### config.mk
export PLATFORM = sky130hd
export DESIGN_NAME = tss_ram
export DESIGN_NICKNAME = d
export VERILOG_FILES = /design/src/rtl/tridiagonal_system_solver_defines.svh /design/src/rtl/tss_ram.sv
export SDC_FILE = /design/constraint.sdc
export NUM_CORES = 2
export LEC_CHECK = 0
export BUFFER_PORTS_ARGS = -buffer_cell sky130_fd_sc_hd__buf_4
export CAP_MARGIN = 0
export CORE_MARGIN = 2
export CORE_UTILIZATION = 50
export DETAILED_ROUTE_END_ITERATION = 10
export GPL_TIMING_DRIVEN = 0
export PLACE_DENSITY = 0.65
export SYNTH_ARGS = -nofsm -noshare
export SYNTH_HDL_FRONTEND = slang
export SYNTH_SLANG_ARGS = --single-unit
### constraint.sdc
create_clock -name aclk -period 5.34 [get_ports aclk]
set_input_delay 1.068 -clock aclk [delete_from_list [all_inputs] [get_ports aclk]]
set_output_delay 1.068 -clock aclk [all_outputs]
set_load 0.1 [all_outputs]
### src/rtl/tridiagonal_system_solver_defines.svh
// assertion macros for the tridiagonal system solver
// no dependencies
`ifndef TRIDIAGONAL_SYSTEM_SOLVER_DEFINES_SVH
`define TRIDIAGONAL_SYSTEM_SOLVER_DEFINES_SVH
// implication checked at every clock edge outside reset
`define TSS_ASSERT_IMP(label, clk, rstn, ante, cons, msg) \
    label: assert property (@(posedge clk) disable iff (!rstn) (ante) |-> (cons)) \
        else $error(msg);
// next-cycle implication
`define TSS_ASSERT_NXT(label, clk, rstn, ante, cons, msg) \
    label: assert property (@(posedge clk) disable iff (!rstn) (ante) |=> (cons)) \
        else $error(msg);
`endif

### src/rtl/tss_ram.sv
// generic single-port-write, single-read ram with registered read
// no dependencies
module tss_ram #(
    parameter int Width = 32,
    parameter int Depth = 64
) (
    input  logic                     aclk,
    input  logic                     wr_en,
    input  logic [$clog2(Depth)-1:0] wr_addr,
    input  logic [Width-1:0]         wr_data,
    input  logic [$clog2(Depth)-1:0] rd_addr,
    output logic [Width-1:0]         rd_data
);
    logic [Width-1:0] mem [Depth];
    always_ff @(posedge aclk) begin
        if (wr_en) mem[wr_addr] <= wr_data;
        rd_data <= mem[rd_addr];
    end
endmodule

==> metrics <==
worst-margin pin slew 1.529 ns; max cap viols 2; Initial DRC Count 7262; DR vias/cell 6.733; post-route ant nets 0; async set-reset flop share out of synthesis 0%; root buffer cell clkbuf_16; Cell Area, Synth 78520 um^2; crit path DAT ~5.3 ns; Total Power 34.30 mW; Setup Fix Bufs, Post-CTS 0; CP Max Fanout 10; Die H 400.3 um; grt total ovfl 0; CTS tree built; Post-Syn Instances 3324; setup violators final 0; GRT Total Usage 29.70%; CP max stage delay 0.77 ns; EDFF count, synth 2048; # rows 145; Most used DFF post-synth edfxtp_1; Crit path required time roughly 6 ns; synth warn 0; final hold vios 0; min-delay worst type in2reg; core outline area 156000 um^2; first-pass GRT wire length ~320000 um; CTS sink cnt 2080; Max clock buf depth 3; Slowest cell on crit path buf_1; DRC viols 0; FILL cells 10959; die width 400.3 um; startpoint class of the critical path input port; clock buffer count from CTS 205; initial antenna violation count 18; Lkg Pwr 28.18 nW; status complete, but fails checks; die area ~160000 um^2; share of layout cells above drive strength 1 29.69%; vias in the first global route 38135; router iterations before antenna repair 5; normalized max-slew margin -1.929%; Power Density 378.5 nW/um^2; critical path's most frequent cell buf_2; Post-Syn Nets 3370; library cells used by synthesis 34; DP HPWL 152900 um; starting density of the core 50.32%; Avg WL per Cell 40.23 um; worst slack at placement -0.03874 ns; H-Tree Level Count 4; Max Slew Vio Count 22; Peak VDD IR 0.3830 mV; cells along the critical path buf_2 -> buf_2 -> buf_2 -> buf_1 -> nand3b_1 -> o221ai_1 -> a21oi_1 -> a21oi_1 -> nor2_1; syn_area_per_cell 23.62 um^2; fin crit period ~4.7 ns; port bufs 69; flop and latch count out of synthesis 2080; CP Capture Type flop; P&R area growth vs syn 15.40%; failing checks max-capacitance violations, max-slew violations; Vias about 40000; clk_lat worst skew 0.83 ns; unrepaired setup endpoints after global routing false; sequential area share after synthesis 79.14%; clock transition at the registers of the reported paths 0.06 ns; Detailed Route WL between 200000 and 250000 um; Final Cycle Share between 80 and 90%; hold_buf cts 0; post-cts sizing count 0; largest net degree at the start of global routing 65; f_max between 200 and 250 MHz; final setup margin 0.6676 ns; NumNets Final 3744; Setup Skew 0.02934 ns; Critical Setup Path Class in2reg; io pins 78; GPL Wtd Cong 0.9011
flip-flops by register name, summed over array words and instances (netlist names):
| name | cells |
|---|---|
| mem | 2048 |
| rd_data | 32 |
synth_stat cells (2+ instances only):
| master | instances | area [um^2] |
|---|---|---|
| dfxtp_1 | 32 | 640.6 |
| a21oi_1 | 62 | 310.3 |
| mux4_2 | 544 | 12250 |
| and2_1 | 2 | 12.51 |
| nand2_1 | 26 | 97.59 |
| mux2i_1 | 93 | 930.9 |
| nor3_1 | 7 | 35.03 |
| nor2_1 | 137 | 514.2 |
| buf_4 | 25 | 187.7 |
| or3b_1 | 2 | 17.52 |
| a311oi_1 | 8 | 70.07 |
| a22oi_1 | 12 | 90.09 |
| buf_6 | 5 | 56.30 |
| a41o_1 | 4 | 40.04 |
| nand3_1 | 5 | 25.02 |
| o221ai_1 | 27 | 236.5 |
| o32ai_1 | 4 | 35.03 |
| or3_1 | 3 | 18.77 |
| nor2b_1 | 15 | 93.84 |
| clkbuf_1 | 74 | 277.8 |
| nand4_1 | 2 | 12.51 |
| and3_1 | 4 | 25.02 |
| buf_1 | 21 | 78.83 |
| nand3b_1 | 5 | 37.54 |
| o22ai_1 | 84 | 525.5 |
| or3b_2 | 3 | 26.28 |
| buf_2 | 57 | 285.3 |
| nand2b_1 | 8 | 50.05 |
| edfxtp_1 | 2048 | 61500 |
routing by layer:
metal	global-route usage, %	up-vias	wire length [um]
li1	-	15043	-
met1	41.52	21492	87550
met4	12.12	14	10630
met3	8.256	516	30510
met2	44.61	2884	109900
met5	0	-	96
per-stage QoR:
| stage | TNS [ns] | hold WS [ns] | utilization [%] | area, um^2 | cells |
|---|---|---|---|---|---|
| after floorplan | 0 | 0.6632 | - | 78520 | 3324 |
| after global placement | -1526.54 | 0.8914 | 52.30 | 81610 | 5451 |
| after detailed placement | -0.03874 | 0.8738 | 53.93 | 84150 | 5549 |
| after CTS | 0 | 0.7813 | 58.06 | 90590 | 5925 |
| final | 0 | 0.8081 | 58.07 | 90610 | 5933 |
| after global routing | 0 | 0.8128 | 58.06 | 90590 | 5928 |
worst max-delay path: cells and delay by family:
family / cells / cell delay [ns]
buf+inv: 4 / 2.00
compound gates: 3 / 1.38
simple gates: 2 / 0.83
cell usage in the layout (no fill, tap or decap), drive strengths merged:
master and instances:
edfxtp 2048, mux4 544, clkbuf 347, buf 275
nor2 137, mux2i 93, o22ai 84, clkinv 78
a21oi 62, dfxtp 32, o221ai 27, nand2 26
nor2b 15, a22oi 12, bufinv 12, diode 8
nand2b 8, a311oi 8, inv 8, nor3 7
nand3b 5, nand3 5, clkinvlp 5, or3b 5
and3 4, a41o 4, o32ai 4, or3 3
or2 3, and2 2, nand4 2, a31oi 1
nand4b 1
power by group:
part | internal (mW) | leakage (nW) | switching (mW) | total [mW]
logic | 0.645 | 6.35 | 1.54 | 2.18
clock network | 7.84 | 3.14 | 6.16 | 14.0
registers | 18.1 | 18.7 | 0.0340 | 18.1
total | 26.6 | 28.2 | 7.73 | 34.3
logic make-up after synthesis:
family	count (synthesis)	share of synthesized area (%)
and+or+nand+nor	223	1.265
muxes	637	16.79
AOI/OAI and AO/OA	202	1.673
buffers and inverters	182	1.128
DFF	2080	79.14
final timing paths:
path,start,cells past startpoint,slack (ns),to
max,rd_addr[1],9,0.67,rd_data[22]
min,wr_data[20],1,0.81,mem[17][20]
max reg2reg,mem[27][18],4,2.46,rd_data[18]
min reg2reg,mem[29][20],4,0.90,rd_data[20]
area by class of cell:
cell class / instances / area [um^2] / area share, %
tap: 2058 / 2575 / 2.842
timing repair buffer: 167 / 2585 / 2.853
clock buffer: 273 / 5528 / 6.101
antenna: 8 / 20.02 / 0.02209
sequential: 2080 / 62140 / 68.58
buffer: 182 / 887.1 / 0.9791
clock inverter: 103 / 907.1 / 1.001
multi-input combinational: 1062 / 15970 / 17.62
Note: power is estimated with default switching activity, not from simulation.
