`src/rtl/tridiagonal_system_solver_defines.svh`:
```
// assertion macros for the tridiagonal system solver
// no dependencies
`ifndef TRIDIAGONAL_SYSTEM_SOLVER_DEFINES_SVH
`define TRIDIAGONAL_SYSTEM_SOLVER_DEFINES_SVH
// implication checked at every clock edge outside reset
`define TSS_ASSERT_IMP(label, clk, rstn, ante, cons, msg) \
    label: assert property (@(posedge clk) disable iff (!rstn) (ante) |-> (cons)) \
        else $error(msg);
// next-cycle implication
`define TSS_ASSERT_NXT(label, clk, rstn, ante, cons, msg) \
    label: assert property (@(posedge clk) disable iff (!rstn) (ante) |=> (cons)) \
        else $error(msg);
`endif

```
`src/rtl/tss_pkg.sv`:
```
// shared types and constants for the tridiagonal system solver
// no dependencies
package tss_pkg;
    localparam int MaxRows   = 64;
    localparam int FracBits  = 16;
    localparam int DataW     = 32;
    localparam int AddrW     = $clog2(MaxRows);
    localparam int CountW    = $clog2(MaxRows + 1);
    localparam int QuotW     = DataW + FracBits + 1;

    typedef logic signed [DataW-1:0] word_t;
    typedef logic [AddrW-1:0] addr_t;
    typedef logic [CountW-1:0] count_t;

    typedef enum logic [3:0] {
        ST_LOAD,
        ST_FRD,     // read row i (row i-1 is held in registers)
        ST_FDIV,    // factor = lower / diag
        ST_FMUL,    // products with upper and rhs of previous row
        ST_FWB,     // subtract and write back
        ST_BRD,     // read row k
        ST_BMUL,    // upper * x[k+1]
        ST_BDIV,    // (rhs - prod) / diag
        ST_BWB,
        ST_ORD,
        ST_OUT
    } state_t;

    function automatic word_t sat_w(input logic signed [DataW+1:0] v);
        if (v > $signed({{2{1'b0}}, 1'b0, {(DataW-1){1'b1}}}))
            return {1'b0, {(DataW-1){1'b1}}};
        if (v < $signed({{2{1'b1}}, 1'b1, {(DataW-1){1'b0}}}))
            return {1'b1, {(DataW-1){1'b0}}};
        return v[DataW-1:0];
    endfunction

    function automatic word_t q_sub(input word_t a, input word_t b);
        logic signed [DataW+1:0] d;
        d = {{2{a[DataW-1]}}, a} - {{2{b[DataW-1]}}, b};
        return sat_w(d);
    endfunction

    // magnitude (below 2^(DataW+1)) with sign, saturated
    function automatic word_t sat_mag(input logic [DataW:0] m, input logic neg);
        logic signed [DataW+1:0] v;
        v = neg ? -$signed({1'b0, m}) : $signed({1'b0, m});
        return sat_w(v);
    endfunction
endpackage

```
`src/rtl/tss_div.sv`:
```
// serial restoring divider for q16.16 quotients, round to nearest
// depends on tss_pkg
module tss_div (
    input  logic        aclk,
    input  logic        aresetn,
    input  logic        start,
    input  tss_pkg::word_t num,
    input  tss_pkg::word_t den,
    output logic        done,
    output tss_pkg::word_t quot,
    output logic        div_zero
);
    import tss_pkg::*;
    localparam int NumW = DataW + FracBits;
    localparam int StepW = $clog2(NumW + 1);

    logic [NumW-1:0]   dividend_reg, dividend_next;
    logic [DataW:0]    rem_reg, rem_next;
    logic [DataW-1:0]  dmag_reg;
    logic              neg_reg, busy_reg, busy_next, zero_reg;
    logic [StepW-1:0]  step_reg, step_next;
    logic [DataW:0]    trial;
    logic [DataW:0]    remshift;
    logic [DataW-1:0]  nmag;
    logic [DataW+1:0]  twice_rem;
    logic [DataW:0]    qrnd;

    assign nmag = num[DataW-1] ? DataW'(-num) : DataW'(num);
    assign remshift = {rem_reg[DataW-1:0], dividend_reg[NumW-1]};
    assign trial = remshift - {1'b0, dmag_reg};

    always_comb begin
        dividend_next = dividend_reg;
        rem_next = rem_reg;
        busy_next = busy_reg;
        step_next = step_reg;
        if (busy_reg) begin
            if (!trial[DataW]) begin
                rem_next = trial;
                dividend_next = {dividend_reg[NumW-2:0], 1'b1};
            end else begin
                rem_next = remshift;
                dividend_next = {dividend_reg[NumW-2:0], 1'b0};
            end
            step_next = step_reg - 1'b1;
            if (step_reg == StepW'(1)) busy_next = 1'b0;
        end
    end

    always_ff @(posedge aclk) begin
        if (!aresetn) begin
            busy_reg <= 1'b0;
            done <= 1'b0;
        end else begin
            if (start) begin
                dividend_reg <= {nmag, {FracBits{1'b0}}};
                rem_reg <= '0;
                dmag_reg <= den[DataW-1] ? DataW'(-den) : DataW'(den);
                neg_reg <= num[DataW-1] ^ den[DataW-1];
                zero_reg <= (den == '0);
                step_reg <= StepW'(NumW);
                busy_reg <= (den != '0);
            end else begin
                dividend_reg <= dividend_next;
                rem_reg <= rem_next;
                busy_reg <= busy_next;
                step_reg <= step_next;
            end
            // zero divisor finishes at once, otherwise on the last step
            done <= start ? (den == '0) : (busy_reg && !busy_next);
        end
    end

    // round: add one when 2*rem >= divisor (ties away from zero)
    assign twice_rem = {rem_reg, 1'b0};
    always_comb begin
        qrnd = (|dividend_reg[NumW-1:DataW+1]) ? {(DataW+1){1'b1}}
                                                : dividend_reg[DataW:0];
        if (twice_rem >= {2'b00, dmag_reg} && !(&qrnd)) qrnd = qrnd + 1'b1;
    end
    assign quot = zero_reg ? '0 : sat_mag(qrnd, neg_reg);
    assign div_zero = zero_reg;
endmodule

```
`config.mk`:
```
export PLATFORM = sky130hd
export DESIGN_NAME = tss_div
export DESIGN_NICKNAME = d
export VERILOG_FILES = /design/src/rtl/tridiagonal_system_solver_defines.svh /design/src/rtl/tss_pkg.sv /design/src/rtl/tss_div.sv
export SDC_FILE = /design/constraint.sdc
export NUM_CORES = 1
export LEC_CHECK = 0
export ABC_AREA = 1
export BUFFER_PORTS_ARGS = -buffer_cell sky130_fd_sc_hd__clkbuf_2
export CAP_MARGIN = 20
export CORE_MARGIN = 2
export CORE_UTILIZATION = 29
export DETAILED_ROUTE_END_ITERATION = 16
export PLACE_DENSITY = 0.45
export RECOVER_POWER = 25
export SLEW_MARGIN = 20
export SYNTH_ARGS = -nofsm -noshare
export SYNTH_HDL_FRONTEND = slang
export SYNTH_SLANG_ARGS = --single-unit
```
`constraint.sdc`:
```
create_clock -name aclk -period 3.9 [get_ports aclk]
set_input_delay 0.195 -clock aclk [delete_from_list [all_inputs] [get_ports aclk]]
set_output_delay 0.195 -clock aclk [all_outputs]
set_load 0.1 [all_outputs]
```
==> impl_metrics.tcl <==
set metrics [dict create \
    largest_register_ffs 48 \
    seq_area_frac_synth_pct 33.4 \
    vias 10735 \
    routed_wirelength_um 31400 \
    cts_tree "built" \
    fillerInstances 3915 \
    insertion_delay_ns 0.42 \
    vias_per_cell 4.52 \
    hold_slack_ns 0.0900 \
    tightest_slew_ns 2.08 \
    grt_pass1_wl_um 52300 \
    antenna_found_initial 0 \
    crit_path_start_kind "flop" \
    ant_nets 0 \
    criticalPathCategory "reg -> out" \
    crit_cells 33 \
    grt_max_degree 65 \
    status "finished, violations left" \
    hold_violations 0 \
    avgSynthCellArea_sq_um 7.16 \
    path_common_cell "nand2_2" \
    drtIter0Drc 419 \
    setup_viol 32 \
    num-nets-final 1956 \
    synth-seq-cells 123 \
    overflow 0 \
    grtUsageTotal_pct 16.5 \
    total_power_uw 4730 \
    dp.cells 2293 \
    dp_hpwl_um 24900 \
    violations "max-capacitance violations, max-slew violations, negative setup slack" \
    slowest_delay_ns 0.39 \
    maxCapViolations 1 \
    synthesis.area_sq_um 11000 \
    place.gp.congestion 0.851 \
    dieHeight_um 199 \
    stdcell_area_sq_um 15500 \
    postSynth.asyncResetShare_pct 0 \
    critPathArrivalTime_ns 4.29 \
    routedWlPerCell_um 13.2 \
    multi_input_area_sq_um 6950 \
    utilization_pct 41.4 \
    yosys_warnings 0 \
    cp_top_family "simple AND/OR/NAND/NOR gates" \
    die_w_um 199 \
    cts-htree-levels 4 \
    cp_num_buf_inv 6 \
    fmax_ghz 0.223 \
    skew_ns 0.00888 \
    mostFrequentLayoutCell "nand2_1" \
    leakage_uw 0.00694 \
    syn_inst 1536 \
    syn_nets 1643 \
    cts_sinks 123 \
    final_max_slew_viol_count 35 \
    start_util_pct 29.3 \
    rsz0062_at_grt "true" \
    fin_ws_ns -0.584 \
    die_area_sq_um 39500 \
    synth_cell_type_count 50 \
    coreArea_sq_um 37500 \
    cts_buffer_depth 2 \
    drc_errors 0 \
    powerDensity_nw_per_um2 305 \
    cp_slowest_cell "edfxtp_1" \
    cts_buffers 17 \
    ios 101 \
    synth_edf_count 121 \
    finalCriticalPeriod_ns 4.48 \
    root_buffer "clkbuf_16" \
    regArea_sq_um 3670 \
    end_kind "output pin" \
    ys.flop_type "edfxtp_1" \
    first_pass_iters 5 \
    fin_cells 2373 \
    ir_drop_uv 287 \
    final_cell_mix "nand2_1 (333), buf_4 (224), inv_1 (199), nor2_1 (156), edfxtp_1 (121)" \
    r2r_cells 21 \
    hp-class "in -> reg" \
    cts.reportedPaths.clkPinSlew_ns 0.06 \
    io_buffers 100 \
    fin_crit_sh_pct 115 \
    maxSlewHeadroom_pct -38.9 \
    antenna_cells 0 \
    drive_gt1_share_pct 29.1 \
    syn_to_final_growth_pct 41.1 \
    dpl_cell_area_sq_um 14300 \
    num_rows 71 \
    grt_pass1_vias 10685 \
    critPathMaxFanout 5 \
    required_ns 3.70 \
    hold_depth 2 \
]
-- per-layer routing --
layer	routed length, um	GRT usage [%]	vias up
met5	0	0	-
met1	14600	20.8	4864
met3	819	2.05	23
met4	407	4.95	0
met2	15600	29.4	179
li1	-	-	5669
-- power breakdown --
group	switching (uW)	leakage, uW	internal [uW]
Sequential	58.5	0.00117	1620
Clock	593	0.000272	936
Combinational	916	0.00550	606
-- Yosys cell counts (all sizes together), types with 10 or more instances --
cell type,count,area [sq um]
a21oi,95,607
buf,22,163
clkbuf,26,97.6
edfxtp,121,3630
ha,39,488
inv,209,785
nand2,399,1560
nand3,85,435
nand4,25,156
nor2,197,800
nor3,19,95.1
nor4,10,62.6
o211ai,22,165
o21ai,97,508
xnor2,48,420
xor2,66,578
-- area by class of cell --
cell class / count / share of cell area (%)
multi-input cells: 1156 / 44.8
flip-flops and latches: 123 / 23.7
repair buffers: 342 / 18.6
inverters: 209 / 5.11
well taps: 511 / 4.12
clock buffers: 17 / 2.74
clock inverters: 15 / 0.984
-- cell families after synthesis --
logic type / share of synthesized area, %
AO/OA/AOI/OAI: 13.9
XOR/XNOR: 9.08
buffers and inverters: 9.50
adder cells (fa/ha/maj): 4.62
AND/OR/NAND/NOR: 29.5
flip-flops: 33.4
-- stage by stage --
stage | worst slack (ns) | TNS, ns
finish | -0.584 | -17.90
global placement | -0.307 | -8.93
CTS | -0.642 | -19.60
floorplan | -0.306 | -9.34
global route | -0.928 | -28.77
detailed placement | -0.321 | -9.16
-- final timing paths --
path                              startpoint  slack, ns                         end
setup / recovery  dividend_reg[37]$_DFFE_PP_      -0.58                    quot[13]
setup reg to reg  dividend_reg[47]$_DFFE_PP_       0.45   rem_reg[31]$_SDFFCE_PP0P_
hold reg to reg   dividend_reg[19]$_DFFE_PP_       0.56  dividend_reg[20]$_DFFE_PP_
hold / removal                       den[19]       0.09      dmag_reg[19]$_DFFE_PP_
-- repair_timing --
| action | in CTS | in global routing |
|---|---|---|
| hold endpoints to repair | 1 | 0 |
| cloned | 1 | 0 |
| pin swaps | 61 | 23 |
| setup buffers | 37 | 9 |
| gates resized for setup | 51 | 30 |
| hold buffers | 1 | 0 |
| endpoints found under the setup margin | 32 | 32 |
No activity file was read; power rests on OpenSTA's default activity.
